File: src/rtl/hsc_pkg.sv
package hsc_pkg;

	localparam int WINDOW_DEPTH = 32;
	localparam int PTR_W = $clog2(WINDOW_DEPTH);
	localparam int CNT_W = $clog2(WINDOW_DEPTH + 1);
	localparam int CMP_W = 34;
	localparam int CFG_IDX_W = 2;
	localparam int CFG_DATA_W = 32;

	localparam logic [2:0] GRIP_OPEN = 3'd2;
	localparam logic [2:0] GRIP_CLOSED = 3'd3;

	localparam logic [2:0] DIR_NONE = 3'd0;
	localparam logic [2:0] DIR_LEFT = 3'd1;
	localparam logic [2:0] DIR_RIGHT = 3'd2;
	localparam logic [2:0] DIR_UP = 3'd3;
	localparam logic [2:0] DIR_DOWN = 3'd4;

	localparam logic [CFG_IDX_W-1:0] REG_WINDOW = 2'd0;
	localparam logic [CFG_IDX_W-1:0] REG_THRESHOLD = 2'd1;
	localparam logic [CFG_IDX_W-1:0] REG_CLICK_MIN = 2'd2;
	localparam logic [CFG_IDX_W-1:0] REG_CLICK_MAX = 2'd3;

	localparam logic [31:0] WINDOW_RESET = 32'd500000;
	localparam logic [14:0] THRESHOLD_RESET = 15'd819;
	localparam logic [31:0] CLICK_MIN_RESET = 32'd100000;
	localparam logic [31:0] CLICK_MAX_RESET = 32'd200000;

	typedef enum logic [2:0] {
		S_IDLE,
		S_EV_RD,
		S_EV_CMP,
		S_SCAN,
		S_DIR,
		S_DONE
	} seq_state_t;

	typedef enum logic [1:0] {
		PH_WAIT_OPEN,
		PH_WAIT_CLOSED,
		PH_WAIT_REOPEN,
		PH_HIT
	} click_phase_t;

	typedef struct packed {
		logic [31:0] stamp;
		logic signed [15:0] pos_x;
		logic signed [15:0] pos_y;
		logic [2:0] grip;
	} entry_t;

	typedef struct packed {
		logic [31:0] window_ticks;
		logic [14:0] move_threshold;
		logic [31:0] click_min_ticks;
		logic [31:0] click_max_ticks;
	} cfg_t;

	typedef struct packed {
		logic wr_en;
		logic [PTR_W-1:0] wr_addr;
		entry_t wr_data;
		logic rd_en;
		logic [PTR_W-1:0] rd_addr;
	} mem_req_t;

	typedef struct packed {
		logic [2:0] direction;
		logic clicked;
	} res_t;

endpackage

File: src/rtl/hsc_if.sv
interface hsc_sample_if;
	logic valid;
	logic ready;
	logic [31:0] stamp;
	logic signed [15:0] pos_x;
	logic signed [15:0] pos_y;
	logic [2:0] grip;

	modport source (output valid, stamp, pos_x, pos_y, grip, input ready);
	modport sink (input valid, stamp, pos_x, pos_y, grip, output ready);
endinterface

interface hsc_result_if;
	logic valid;
	logic ready;
	logic [2:0] direction;
	logic clicked;

	modport source (output valid, direction, clicked, input ready);
	modport sink (input valid, direction, clicked, output ready);
endinterface

interface hsc_cfg_if;
	logic valid;
	logic ready;
	logic [1:0] index;
	logic [31:0] data;

	modport source (output valid, index, data, input ready);
	modport sink (input valid, index, data, output ready);
endinterface

File: src/rtl/hsc_window.sv
module hsc_window
	import hsc_pkg::*;
(
	input logic clk,
	input mem_req_t req,
	output entry_t rd_data_q
);

	entry_t mem_q [WINDOW_DEPTH];

	always_ff @(posedge clk) begin
		if (req.wr_en) begin
			mem_q[req.wr_addr] <= req.wr_data;
		end
	end

	always_ff @(posedge clk) begin
		if (req.rd_en) begin
			rd_data_q <= mem_q[req.rd_addr];
		end
	end

endmodule

File: src/rtl/hsc_cmp.sv
module hsc_cmp
	import hsc_pkg::*;
(
	input logic signed [CMP_W-1:0] op_a,
	input logic signed [CMP_W-1:0] op_b,
	output logic gt
);

	// shared signed magnitude compare, used for age and displacement tests
	assign gt = op_a > op_b;

endmodule

File: src/rtl/hsc_seq.sv
module hsc_seq
	import hsc_pkg::*;
(
	input logic clk,
	input logic arst_n,
	input cfg_t cfg,
	input logic smp_valid,
	output logic smp_ready,
	input entry_t smp,
	output mem_req_t mem_req,
	input entry_t mem_rd,
	input logic out_free,
	output logic res_load,
	output res_t res
);

	seq_state_t state_q, state_nxt;

	logic [PTR_W-1:0] oldest_q;
	logic [CNT_W-1:0] fill_q;
	logic [CNT_W-1:0] iss_q;
	logic [CNT_W-1:0] prc_q;
	logic [CNT_W-1:0] opens_q;
	logic rd_vld_s1;
	click_phase_t phase_q;
	logic [31:0] start_q;
	logic [31:0] now_q;
	logic signed [15:0] nx_q, ny_q, fx_q, fy_q;
	logic [2:0] dir_q;
	logic [1:0] dir_idx_q;

	logic accept;
	logic issue;
	logic last_prc;
	logic share_ok;
	logic [31:0] age;
	logic [31:0] span;
	logic span_ok;
	logic signed [16:0] dx, dy;
	logic signed [CMP_W-1:0] dx_w, dy_w, thr_w, neg_thr_w;
	logic signed [CMP_W-1:0] op_a, op_b;
	logic cmp_gt;
	logic [2:0] dir_code;

	assign accept = smp_valid && smp_ready;
	assign issue = (state_q == S_SCAN) && (iss_q < fill_q);
	assign last_prc = rd_vld_s1 && (prc_q == fill_q - CNT_W'(1));
	assign share_ok = (fill_q > CNT_W'(1)) &&
		(({3'b0, opens_q} * 9'd5) > ({3'b0, fill_q} * 9'd4));
	assign age = now_q - mem_rd.stamp;
	assign span = mem_rd.stamp - start_q;
	assign span_ok = (span > cfg.click_min_ticks) && (span < cfg.click_max_ticks);
	assign dx = 17'(nx_q) - 17'(fx_q);
	assign dy = 17'(ny_q) - 17'(fy_q);
	assign dx_w = CMP_W'(dx);
	assign dy_w = CMP_W'(dy);
	assign thr_w = $signed({{(CMP_W - 15){1'b0}}, cfg.move_threshold});
	assign neg_thr_w = -thr_w;

	hsc_cmp u_cmp (
		.op_a(op_a),
		.op_b(op_b),
		.gt(cmp_gt)
	);

	// next state
	always_comb begin
		state_nxt = state_q;
		case (state_q)
			S_IDLE: begin
				if (smp_valid) state_nxt = S_EV_RD;
			end
			S_EV_RD: begin
				state_nxt = (fill_q > CNT_W'(1)) ? S_EV_CMP : S_SCAN;
			end
			S_EV_CMP: begin
				state_nxt = cmp_gt ? S_EV_RD : S_SCAN;
			end
			S_SCAN: begin
				if (last_prc) state_nxt = S_DIR;
			end
			S_DIR: begin
				if (!share_ok || cmp_gt || dir_idx_q == 2'd3) state_nxt = S_DONE;
			end
			S_DONE: begin
				if (out_free) state_nxt = S_IDLE;
			end
			default: state_nxt = S_IDLE;
		endcase
	end

	// outputs and shared unit operands
	always_comb begin
		smp_ready = (state_q == S_IDLE);
		res_load = (state_q == S_DONE) && out_free;
		res.direction = dir_q;
		res.clicked = (dir_q == DIR_NONE) && (phase_q == PH_HIT);

		mem_req.wr_en = accept;
		mem_req.wr_addr = oldest_q + fill_q[PTR_W-1:0];
		mem_req.wr_data = smp;
		mem_req.rd_en = ((state_q == S_EV_RD) && (fill_q > CNT_W'(1))) || issue;
		mem_req.rd_addr = (state_q == S_EV_RD) ? oldest_q : oldest_q + iss_q[PTR_W-1:0];

		op_a = $signed({2'b00, age});
		op_b = $signed({2'b00, cfg.window_ticks});
		dir_code = DIR_NONE;
		if (state_q == S_DIR) begin
			case (dir_idx_q)
				2'd0: begin
					op_a = neg_thr_w;
					op_b = dx_w;
					dir_code = DIR_LEFT;
				end
				2'd1: begin
					op_a = dx_w;
					op_b = thr_w;
					dir_code = DIR_RIGHT;
				end
				2'd2: begin
					op_a = neg_thr_w;
					op_b = dy_w;
					dir_code = DIR_UP;
				end
				2'd3: begin
					op_a = dy_w;
					op_b = thr_w;
					dir_code = DIR_DOWN;
				end
				default: begin
					op_a = dx_w;
					op_b = thr_w;
					dir_code = DIR_NONE;
				end
			endcase
		end
	end

	always_ff @(posedge clk or negedge arst_n) begin
		if (!arst_n) begin
			state_q <= S_IDLE;
			oldest_q <= '0;
			fill_q <= '0;
			iss_q <= '0;
			prc_q <= '0;
			opens_q <= '0;
			rd_vld_s1 <= 1'b0;
			phase_q <= PH_WAIT_OPEN;
			dir_q <= DIR_NONE;
			dir_idx_q <= '0;
		end else begin
			state_q <= state_nxt;
			rd_vld_s1 <= issue;

			if (accept) begin
				// full ring: the new entry lands on the oldest slot
				if (fill_q == CNT_W'(WINDOW_DEPTH)) begin
					oldest_q <= oldest_q + PTR_W'(1);
				end else begin
					fill_q <= fill_q + CNT_W'(1);
				end
			end

			if (state_q == S_EV_CMP && cmp_gt) begin
				oldest_q <= oldest_q + PTR_W'(1);
				fill_q <= fill_q - CNT_W'(1);
			end

			if (state_nxt == S_SCAN && state_q != S_SCAN) begin
				iss_q <= '0;
				prc_q <= '0;
				opens_q <= '0;
				phase_q <= PH_WAIT_OPEN;
			end

			if (issue) iss_q <= iss_q + CNT_W'(1);

			if (state_q == S_SCAN && rd_vld_s1) begin
				prc_q <= prc_q + CNT_W'(1);
				if (mem_rd.grip == GRIP_OPEN) opens_q <= opens_q + CNT_W'(1);
				case (phase_q)
					PH_WAIT_OPEN: begin
						if (mem_rd.grip == GRIP_OPEN) phase_q <= PH_WAIT_CLOSED;
					end
					PH_WAIT_CLOSED: begin
						if (mem_rd.grip == GRIP_CLOSED) phase_q <= PH_WAIT_REOPEN;
					end
					PH_WAIT_REOPEN: begin
						if (mem_rd.grip == GRIP_OPEN && span_ok) phase_q <= PH_HIT;
					end
					default: phase_q <= phase_q;
				endcase
			end

			if (state_q == S_SCAN && state_nxt == S_DIR) begin
				dir_idx_q <= '0;
				dir_q <= DIR_NONE;
			end

			if (state_q == S_DIR && share_ok) begin
				dir_idx_q <= dir_idx_q + 2'd1;
				if (cmp_gt) dir_q <= dir_code;
			end

			if (res_load && (dir_q != DIR_NONE || phase_q == PH_HIT)) begin
				fill_q <= '0;
				oldest_q <= '0;
			end
		end
	end

	// payload registers
	always_ff @(posedge clk) begin
		if (accept) begin
			now_q <= smp.stamp;
			nx_q <= smp.pos_x;
			ny_q <= smp.pos_y;
		end
		if (state_q == S_SCAN && rd_vld_s1) begin
			if (prc_q == '0) begin
				fx_q <= mem_rd.pos_x;
				fy_q <= mem_rd.pos_y;
			end
			if (phase_q == PH_WAIT_CLOSED && mem_rd.grip == GRIP_CLOSED) begin
				start_q <= mem_rd.stamp;
			end
		end
	end

	a_fill_bound: assert property (@(posedge clk) disable iff (!arst_n)
		fill_q <= CNT_W'(WINDOW_DEPTH))
		else $error("window fill count above depth");

	a_scan_nonempty: assert property (@(posedge clk) disable iff (!arst_n)
		(state_q == S_SCAN || state_q == S_DIR) |-> fill_q != '0)
		else $error("scan over an empty window");

	a_read_in_range: assert property (@(posedge clk) disable iff (!arst_n)
		rd_vld_s1 && state_q == S_SCAN |-> prc_q < fill_q)
		else $error("scan processes an entry beyond the fill count");

	a_load_returns_idle: assert property (@(posedge clk) disable iff (!arst_n)
		res_load |=> state_q == S_IDLE && !$past(smp_ready))
		else $error("result load did not return to idle");

	a_clear_on_hit: assert property (@(posedge clk) disable iff (!arst_n)
		res_load && (res.direction != DIR_NONE || res.clicked) |=> fill_q == '0)
		else $error("window not cleared after swipe or click");

endmodule

File: src/rtl/hand_swipe_click_detector.sv
// Hand swipe and click detector. Every accepted sample gives exactly one
// result (direction, clicked) on the result channel. For each sample the
// block ages out old entries, walks the entries left in the 32-entry window
// (at most 32) and runs up to four direction tests, reading one entry at a
// time from the window memory, which has one write and one read port. The
// sample channel is not ready while a sample is being worked on; a finished
// result waits in an output register while the next sample is taken.
// Configuration writes are always ready and should only be issued while the
// block is idle.
module hand_swipe_click_detector
	import hsc_pkg::*;
(
	input logic clk,
	input logic arst_n,
	hsc_sample_if.sink sample_ch,
	hsc_result_if.source result_ch,
	hsc_cfg_if.sink cfg_ch
);

	cfg_t cfg_q;
	entry_t smp;
	mem_req_t mem_req;
	entry_t mem_rd;
	res_t res;
	res_t res_q;
	logic res_vld_q;
	logic res_load;
	logic out_free;

	assign cfg_ch.ready = 1'b1;

	always_ff @(posedge clk or negedge arst_n) begin
		if (!arst_n) begin
			cfg_q.window_ticks <= WINDOW_RESET;
			cfg_q.move_threshold <= THRESHOLD_RESET;
			cfg_q.click_min_ticks <= CLICK_MIN_RESET;
			cfg_q.click_max_ticks <= CLICK_MAX_RESET;
		end else if (cfg_ch.valid) begin
			case (cfg_ch.index)
				REG_WINDOW: cfg_q.window_ticks <= cfg_ch.data;
				REG_THRESHOLD: cfg_q.move_threshold <= cfg_ch.data[14:0];
				REG_CLICK_MIN: cfg_q.click_min_ticks <= cfg_ch.data;
				REG_CLICK_MAX: cfg_q.click_max_ticks <= cfg_ch.data;
				default: cfg_q <= cfg_q;
			endcase
		end
	end

	assign smp.stamp = sample_ch.stamp;
	assign smp.pos_x = sample_ch.pos_x;
	assign smp.pos_y = sample_ch.pos_y;
	assign smp.grip = sample_ch.grip;

	hsc_window u_window (
		.clk(clk),
		.req(mem_req),
		.rd_data_q(mem_rd)
	);

	hsc_seq u_seq (
		.clk(clk),
		.arst_n(arst_n),
		.cfg(cfg_q),
		.smp_valid(sample_ch.valid),
		.smp_ready(sample_ch.ready),
		.smp(smp),
		.mem_req(mem_req),
		.mem_rd(mem_rd),
		.out_free(out_free),
		.res_load(res_load),
		.res(res)
	);

	assign out_free = !res_vld_q || result_ch.ready;

	always_ff @(posedge clk or negedge arst_n) begin
		if (!arst_n) begin
			res_vld_q <= 1'b0;
		end else if (res_load) begin
			res_vld_q <= 1'b1;
		end else if (result_ch.ready) begin
			res_vld_q <= 1'b0;
		end
	end

	always_ff @(posedge clk) begin
		if (res_load) res_q <= res;
	end

	assign result_ch.valid = res_vld_q;
	assign result_ch.direction = res_q.direction;
	assign result_ch.clicked = res_q.clicked;

endmodule
File: src/flat_wrapper.sv
// flat-port wrapper written by rule: the top's interface ports become plain ports
module hand_swipe_click_detector_flat import hsc_pkg::*;
  (clk, arst_n, sample_ch_valid, sample_ch_stamp, sample_ch_pos_x, sample_ch_pos_y, sample_ch_grip, sample_ch_ready, result_ch_valid, result_ch_direction, result_ch_clicked, result_ch_ready, cfg_ch_valid, cfg_ch_index, cfg_ch_data, cfg_ch_ready);
  hsc_sample_if sample_ch_i ();
  hsc_result_if result_ch_i ();
  hsc_cfg_if cfg_ch_i ();
  input logic clk;
  input logic arst_n;
  input wire logic [$bits(sample_ch_i.valid)-1:0] sample_ch_valid;
  input wire logic [$bits(sample_ch_i.stamp)-1:0] sample_ch_stamp;
  input wire logic [$bits(sample_ch_i.pos_x)-1:0] sample_ch_pos_x;
  input wire logic [$bits(sample_ch_i.pos_y)-1:0] sample_ch_pos_y;
  input wire logic [$bits(sample_ch_i.grip)-1:0] sample_ch_grip;
  output wire logic [$bits(sample_ch_i.ready)-1:0] sample_ch_ready;
  output wire logic [$bits(result_ch_i.valid)-1:0] result_ch_valid;
  output wire logic [$bits(result_ch_i.direction)-1:0] result_ch_direction;
  output wire logic [$bits(result_ch_i.clicked)-1:0] result_ch_clicked;
  input wire logic [$bits(result_ch_i.ready)-1:0] result_ch_ready;
  input wire logic [$bits(cfg_ch_i.valid)-1:0] cfg_ch_valid;
  input wire logic [$bits(cfg_ch_i.index)-1:0] cfg_ch_index;
  input wire logic [$bits(cfg_ch_i.data)-1:0] cfg_ch_data;
  output wire logic [$bits(cfg_ch_i.ready)-1:0] cfg_ch_ready;
  assign sample_ch_i.valid = sample_ch_valid;
  assign sample_ch_i.stamp = sample_ch_stamp;
  assign sample_ch_i.pos_x = sample_ch_pos_x;
  assign sample_ch_i.pos_y = sample_ch_pos_y;
  assign sample_ch_i.grip = sample_ch_grip;
  assign sample_ch_ready = sample_ch_i.ready;
  assign result_ch_valid = result_ch_i.valid;
  assign result_ch_direction = result_ch_i.direction;
  assign result_ch_clicked = result_ch_i.clicked;
  assign result_ch_i.ready = result_ch_ready;
  assign cfg_ch_i.valid = cfg_ch_valid;
  assign cfg_ch_i.index = cfg_ch_index;
  assign cfg_ch_i.data = cfg_ch_data;
  assign cfg_ch_ready = cfg_ch_i.ready;
  hand_swipe_click_detector u_core (.clk(clk), .arst_n(arst_n), .sample_ch(sample_ch_i), .result_ch(result_ch_i), .cfg_ch(cfg_ch_i));
endmodule
File: config.mk
export PLATFORM = sky130hd
export DESIGN_NAME = hand_swipe_click_detector_flat
export DESIGN_NICKNAME = d
export VERILOG_FILES = /design/src/rtl/hsc_pkg.sv /design/src/rtl/hsc_if.sv /design/src/rtl/hsc_window.sv /design/src/rtl/hsc_cmp.sv /design/src/rtl/hsc_seq.sv /design/src/rtl/hand_swipe_click_detector.sv /design/src/flat_wrapper.sv
export SDC_FILE = /design/constraint.sdc
export NUM_CORES = 2
export LEC_CHECK = 0
export BUFFER_PORTS_ARGS = -buffer_cell sky130_fd_sc_hd__buf_2
export CORE_MARGIN = 2
export CORE_UTILIZATION = 39
export CTS_CLUSTER_SIZE = 28
export DETAILED_ROUTE_END_ITERATION = 8
export SLEW_MARGIN = 10
export SYNTH_ARGS = -nofsm -noshare
export SYNTH_HDL_FRONTEND = slang
export SYNTH_SLANG_ARGS = --single-unit
File: constraint.sdc
create_clock -name clk -period 7.1 [get_ports clk]
set_clock_uncertainty 0.2 [all_clocks]
set_input_delay 1.42 -clock clk [delete_from_list [all_inputs] [get_ports clk]]
set_output_delay 1.42 -clock clk [all_outputs]
set_load 0.02 [all_outputs]
[Yosys cells after proc, flatten, opt, wreduce, memory -nomap -nowiden]
Memories as Yosys holds them, arrays and structs flattened. A register that Yosys moved wholly into a read port is not among the register bits.
Index checks and enable logic that the tools add are counted.
Word-level totals
  bits of input ports: 106
  flip-flop bits (word level): 284
  output and inout bits: 7
  RAM bits: 2144
  memories: 1
  logic and storage cells: 157
Memories
  u_core.u_window.mem_q: depth 32, bits a word 67, read ports 1, clocked after Yosys merged registers in 1, write ports 1, RTL line hsc_window.sv:9  | entry_t mem_q [WINDOW_DEPTH];
Operators by class
  equal/unequal tests: 23
  reduce and logical (&&, ||, !) cells: 46
  multiply operators: 1
  $lt $le $gt $ge: 6
  muxes and demuxes: 43
  add/subtract/negate cells: 14
Operator list (count)
  34-bit case mux with 3 select lines: 2
  34-bit 2-to-1 mux: 2
  32-bit subtractor: 2
  6-bit 2-to-1 mux: 10
  34-bit greater-than comparator: 1
  15-bit negation with 34-bit output: 1
  16-bit by 16-bit subtractor with 17-bit output: 2
  32-bit greater-than comparator: 1
  32-bit < comparator: 1
  5-bit 2-to-1 mux: 5
  6-bit by 1-bit adder with 6-bit output, second input constant: 4
  3-bit 2-to-1 mux: 8
  3-bit case mux with 6 select lines: 1
  1-bit logical AND: 16
  2-bit 2-to-1 mux: 8
  2-bit AND reduction: 8
  3-bit by 2-bit equality test with 1-bit output, second input constant: 5
  2-bit equality test, second input constant: 6
  3-bit case mux with 4 select lines: 1
  5-bit adder: 2
  3-bit equality test, second input constant: 3
  9-bit by 8-bit greater-than comparator with 1-bit output: 1
  6-bit by 3-bit multiplier with 9-bit output, second input constant: 1
  3-bit nonzero test: 3
  other kinds (21): 39

[Depth between registers and ports, before layout]
  word-level depth: 15
  gate-level depth with buffers: 25

[Hierarchy]
A second synthesis with hierarchy kept.
Second synthesis, totals
  cells, all modules: 6086
  area, all modules: 104381.4 um^2
By module, submodules not included
  hsc_window: cells an instance 3947, area an instance 83608.9 um^2, times used 1
  hsc_seq: cells an instance 1772, area an instance 15579.9 um^2, times used 1
  hand_swipe_click_detector: cells an instance 245, area an instance 4317.9 um^2, times used 1
  hsc_cmp: cells an instance 122, area an instance 874.6 um^2, times used 1

[Worst setup path after synthesis]
No wires, ideal clock.
  path type: input to register
  start: input port sample_ch_valid
  end: memory u_core.u_window.mem_q[17][0] in the netlist's numbering (enable)
  stages on the path: 5
  library setup time: 492 ps
  slack: 481 ps
  arrival time: 5926 ps
  path through: nor2b_1 -> nand2_1 -> clkinv_1 -> nand3b_1 -> nor2_1
RTL lines
  start: declaration: RTL line flat_wrapper.sv:9  | input wire logic [$bits(sample_ch_i.valid)-1:0] sample_ch_valid;
  end: declaration: RTL line hsc_window.sv:9

[Worst setup path after layout]
  start: register u_core.u_seq.nx_q[0]
  end: register u_core.u_seq.opens_q[2]
Between the ends
  longest elaborated chain between the ends: 13
Ends and longest elaborated chain
  start: declaration: RTL line hsc_seq.sv:28  | logic signed [15:0] nx_q, ny_q, fx_q, fy_q;
  start signal: assignment: RTL line hsc_seq.sv:216  | nx_q <= smp.pos_x;
  16-bit by 16-bit subtractor with 17-bit output (*): RTL line hsc_seq.sv:53  | assign dx = 17'(nx_q) - 17'(fx_q);
  34-bit case mux with 3 select lines: RTL line hsc_seq.sv:109  | case (dir_idx_q)
  34-bit 2-to-1 mux: RTL line hsc_seq.sv:108  | if (state_q == S_DIR) begin
  34-bit greater-than comparator (*): RTL line hsc_cmp.sv:10  | assign gt = op_a > op_b;
  1-bit logical OR (2 in a row): RTL line hsc_seq.sv:83  | if (!share_ok || cmp_gt || dir_idx_q == 2'd3) state_nxt = S_DONE;
  3-bit 2-to-1 mux: RTL line hsc_seq.sv:83
  3-bit case mux with 6 select lines (*): RTL line hsc_seq.sv:69  | case (state_q)
  3-bit by 2-bit equality test with 1-bit output (*): RTL line hsc_seq.sv:169  | if (state_nxt == S_SCAN && state_q != S_SCAN) begin
  1-bit logical AND (*): RTL line hsc_seq.sv:169
  6-bit 2-to-1 mux (*): RTL line hsc_seq.sv:169
  6-bit 2-to-1 mux: RTL line hsc_seq.sv:180  | if (mem_rd.grip == GRIP_OPEN) opens_q <= opens_q + CNT_W'(1);
  6-bit 2-to-1 mux (*): RTL line hsc_seq.sv:178  | if (state_q == S_SCAN && rd_vld_s1) begin
  end signal: assignment: RTL line hsc_seq.sv:180
  end: declaration: RTL line hsc_seq.sv:23  | logic [CNT_W-1:0] opens_q;
Mark *: on every way between the ends. The rest lies on a longest branch, timed or not.
A chain may end at the register's enable or synchronous reset.

==> flow_metrics.env <==
export IMPL_status="completed"
export IMPL_cts_htree_levels=5
export IMPL_arrival_ps=7060
export IMPL_first_pass_iters=6
export IMPL_cts_setup_buffers=0
export IMPL_dieHeight_um=520
export IMPL_ctsHoldBuffers=0
export IMPL_synth_top_area_share_pct=67.8
export IMPL_crit_start="u_core.u_seq.nx_q[0]$_DFFE_PP_"
export IMPL_slew_violations=0
export IMPL_start_kind="flip-flop"
export IMPL_grt_setup_unrepaired="false"
export IMPL_grt_pass1_vias=54200
export IMPL_yosys_warnings=0
export IMPL_multi_input_area_sq_um=28100
export IMPL_nets=6186
export IMPL_area_growth_pct=13.9
export IMPL_start_util_pct=39.2
export IMPL_coreArea_sq_um=265000
export IMPL_root_buffer="clkbuf_16"
export IMPL_portBuffers=111
export IMPL_drc=0
export IMPL_setup_viol_count_final=0
export IMPL_gr_total_overflow=0
export IMPL_synth_commonest_cells="edfxtp_1 (2343), mux4_2 (536), mux2_2 (249)"
export IMPL_synth_ff_type="edfxtp_1"
export IMPL_cts_tree="done"
export IMPL_cts_sinks=2495
export IMPL_top_level_ports=113
export IMPL_grt_max_degree=113
export IMPL_placedInstanceArea_sq_um=110000
export IMPL_clock_latency_ps=940
export IMPL_hp_class="flip-flop to flip-flop"
export IMPL_period_needed_ps=6480
export IMPL_first_iter_violations=5975
export IMPL_pre_cts_ws_ps=599
export IMPL_worst_slew_pin_slew_ps=1290
export IMPL_synth_edff_count=2343
export IMPL_totalNegativeSetupSlack_ps=0
export IMPL_maxSlewHeadroom_pct=14.0
export IMPL_power_density_nw_per_um2=526
export IMPL_synthTopCellsByArea="edfxtp_1 (68%), mux4_2 (12%), dfrtp_1 (3.1%), ha_1 (2.9%), mux2_2 (2.7%)"
export IMPL_synth_seq_cells=2495
export IMPL_num_vias=53800
export IMPL_hold_viol_final=0
export IMPL_std_cell_rows=189
export IMPL_ir_worst_vdd_mv=0.867
export IMPL_critPathMaxFanout=14
export IMPL_gr_usage_all_layers_pct=19.6
export IMPL_vias_per_cell=5.63
export IMPL_ctsLongestPathBuffers=4
export IMPL_leakage_uw=0.0396
export IMPL_wirelength_mm=268
export IMPL_syn_inst=5560
export IMPL_num_fill_cells=22600
export IMPL_worstHoldStart="u_core.u_window.rd_data_q[27]$_DFFE_PP_"
export IMPL_globalplace_congestion=0.866
export IMPL_drt_antenna_violating_nets=0
export IMPL_fmax_mhz=154
export IMPL_synth_nets=5911
export IMPL_drive_gt1_share_pct=24.6
export IMPL_maxCapViolations=0
export IMPL_dpl_hpwl_mm=149
export IMPL_path_clk_slew_ps=60
export IMPL_regToRegStartpoint="u_core.u_seq.nx_q[0]$_DFFE_PP_"
export IMPL_synth_top_area_cell="edfxtp_1"
export IMPL_syn_area_per_cell_sq_um=18.7
export IMPL_yosysUniqueCellTypes=82
export IMPL_critPathKind="flip-flop to flip-flop"
export IMPL_synth_most_common_cell="edfxtp_1"
export IMPL_finalCritPeriodShare_pct=91.3
export IMPL_cts_made_buffers=276
export IMPL_antenna_found_initial=35
export IMPL_grt_pass1_wl_mm=386
export IMPL_wl_per_cell_um=28.0
export IMPL_ys_seq_area_share_pct=71.5
export IMPL_async_flop_share_pct=6.09
export IMPL_seqCellArea_sq_um=74200
export IMPL_worstPathRequired_ps=7680
export IMPL_syn_cell_area_sq_um=104000
export IMPL_end_kind="flip-flop"
export IMPL_die_x_um=520
export IMPL_timing_final_ws_setup_ps=620
export IMPL_die_area_sq_um=270000
export IMPL_stdcell_area_sq_um=118000
==> worst max-delay path, cell delays in order, from the launching register on <==
cell      delay (ps)
edfxtp_1         360
inv_1             60
ha_1             160
inv_1             50
fa_1             390
a21o_1           220
a211oi_1         320
o211ai_1         190
nand3_1          130
a31oi_1          110
o21ai_1          400
a21boi_0         170
o22ai_1          540
buf_4            320
a21oi_1           70
ha_1             340
a21oi_1          140
o21ai_0          130
a221oi_1         370
o211ai_1         180
o221a_2          290
o31ai_1          320
nand3_1          390
nand2b_1         330
a31oi_1          120
==> routing by layer <==
metal  up-vias  track usage [%]  part of all wire, %
met5         -                0                0.072
met4        30             5.19                  2.5
met3       432             3.35                  6.2
met2      1860             30.9                   47
met1     28500             28.2                   44
li1      23000                -                    -
==> layout make-up <==
type,count,share of cell area (%)
flip-flops and latches,2495,62.7
multi-input cells,2607,23.8
clock buffers,330,6.10
well taps,3533,3.74
repair buffers,239,1.90
clock inverters,126,1.01
inverters,216,0.687
diodes,10,0.0212
==> report_power, final <==
group | leakage (uW) | switching [uW] | internal (uW)
Sequential | 0.0229 | 529 | 17200
Combinational | 0.0126 | 16900 | 13900
Clock | 0.00408 | 5630 | 7970
Total | 0.0396 | 23100 | 39100
==> kinds of logic (layout without fill, tap and decap cells) <==
group | count (synthesis) | count (layout) | share of synthesized area (%)
DFF | 2495 | 2495 | 71.5
muxes | 929 | 929 | 15.7
AOI/OAI and AO/OA | 720 | 720 | 4.41
and+or+nand+nor | 599 | 599 | 2.69
buffers and inverters | 458 | 911 | 1.75
adders and majority gates | 245 | 245 | 3.00
xor gates and xnor gates | 113 | 113 | 0.953
other | 1 | 11 | 0.00361
==> registers in the layout (all words and copies together), names as in the netlist, 6 cells and up <==
| register | cells |
|---|---|
| u_core.cfg_q | 111 |
| u_core.u_seq.fill_q | 6 |
| u_core.u_seq.fx_q | 16 |
| u_core.u_seq.fy_q | 16 |
| u_core.u_seq.iss_q | 6 |
| u_core.u_seq.now_q | 32 |
| u_core.u_seq.nx_q | 16 |
| u_core.u_seq.ny_q | 16 |
| u_core.u_seq.opens_q | 6 |
| u_core.u_seq.prc_q | 6 |
| u_core.u_seq.start_q | 32 |
| u_core.u_window.mem_q | 2144 |
| u_core.u_window.rd_data_q | 67 |
==> layout by cell type, fill, tap and decap left out, types with 141 or more instances in the layout <==
| cell type | instances |
|---|---|
| o21ai_0 | 161 |
| a21oi_1 | 211 |
| mux4_2 | 536 |
| inv_1 | 214 |
| clkbuf_16 | 278 |
| nor2_1 | 169 |
| edfxtp_1 | 2343 |
| mux2_2 | 249 |
| mux2i_1 | 141 |
| nand2_1 | 172 |
| ha_1 | 238 |
==> stage by stage <==
stage                     util, %  std cells  total power [uW]  hold WS [ps]
after floorplan                 -       5560             39900           200
after detailed placement     41.5       9090             49300           205
after CTS                    44.6       9546             63000           196
after global placement       41.5       9089             49100           202
final                        44.6       9556             62200           210
after global routing         44.6       9553             65500           217
==> repair_timing <==
action	in CTS	in global routing
endpoints found under the hold margin	0	0
setup endpoints to repair	0	1
resized for setup	0	1
==> worst paths after layout <==
path | end | slack, ps | depth (start not counted)
min in group asynchronous | u_core.cfg_q[22]$_DFFE_PN0P_ | 250 | 1
worst max-delay path | u_core.u_seq.opens_q[2]$_DFF_PN0_ | 620 | 24
worst min register to register | u_core.u_seq.fx_q[8]$_DFFE_PP_ | 210 | 0
max in group asynchronous | u_core.cfg_q[1]$_DFFE_PN0P_ | 5270 | 2
worst min-delay path | u_core.u_seq.fx_q[8]$_DFFE_PP_ | 210 | 0
worst max register to register | u_core.u_seq.opens_q[2]$_DFF_PN0_ | 620 | 24
No activity file was read; power rests on OpenSTA's default activity.
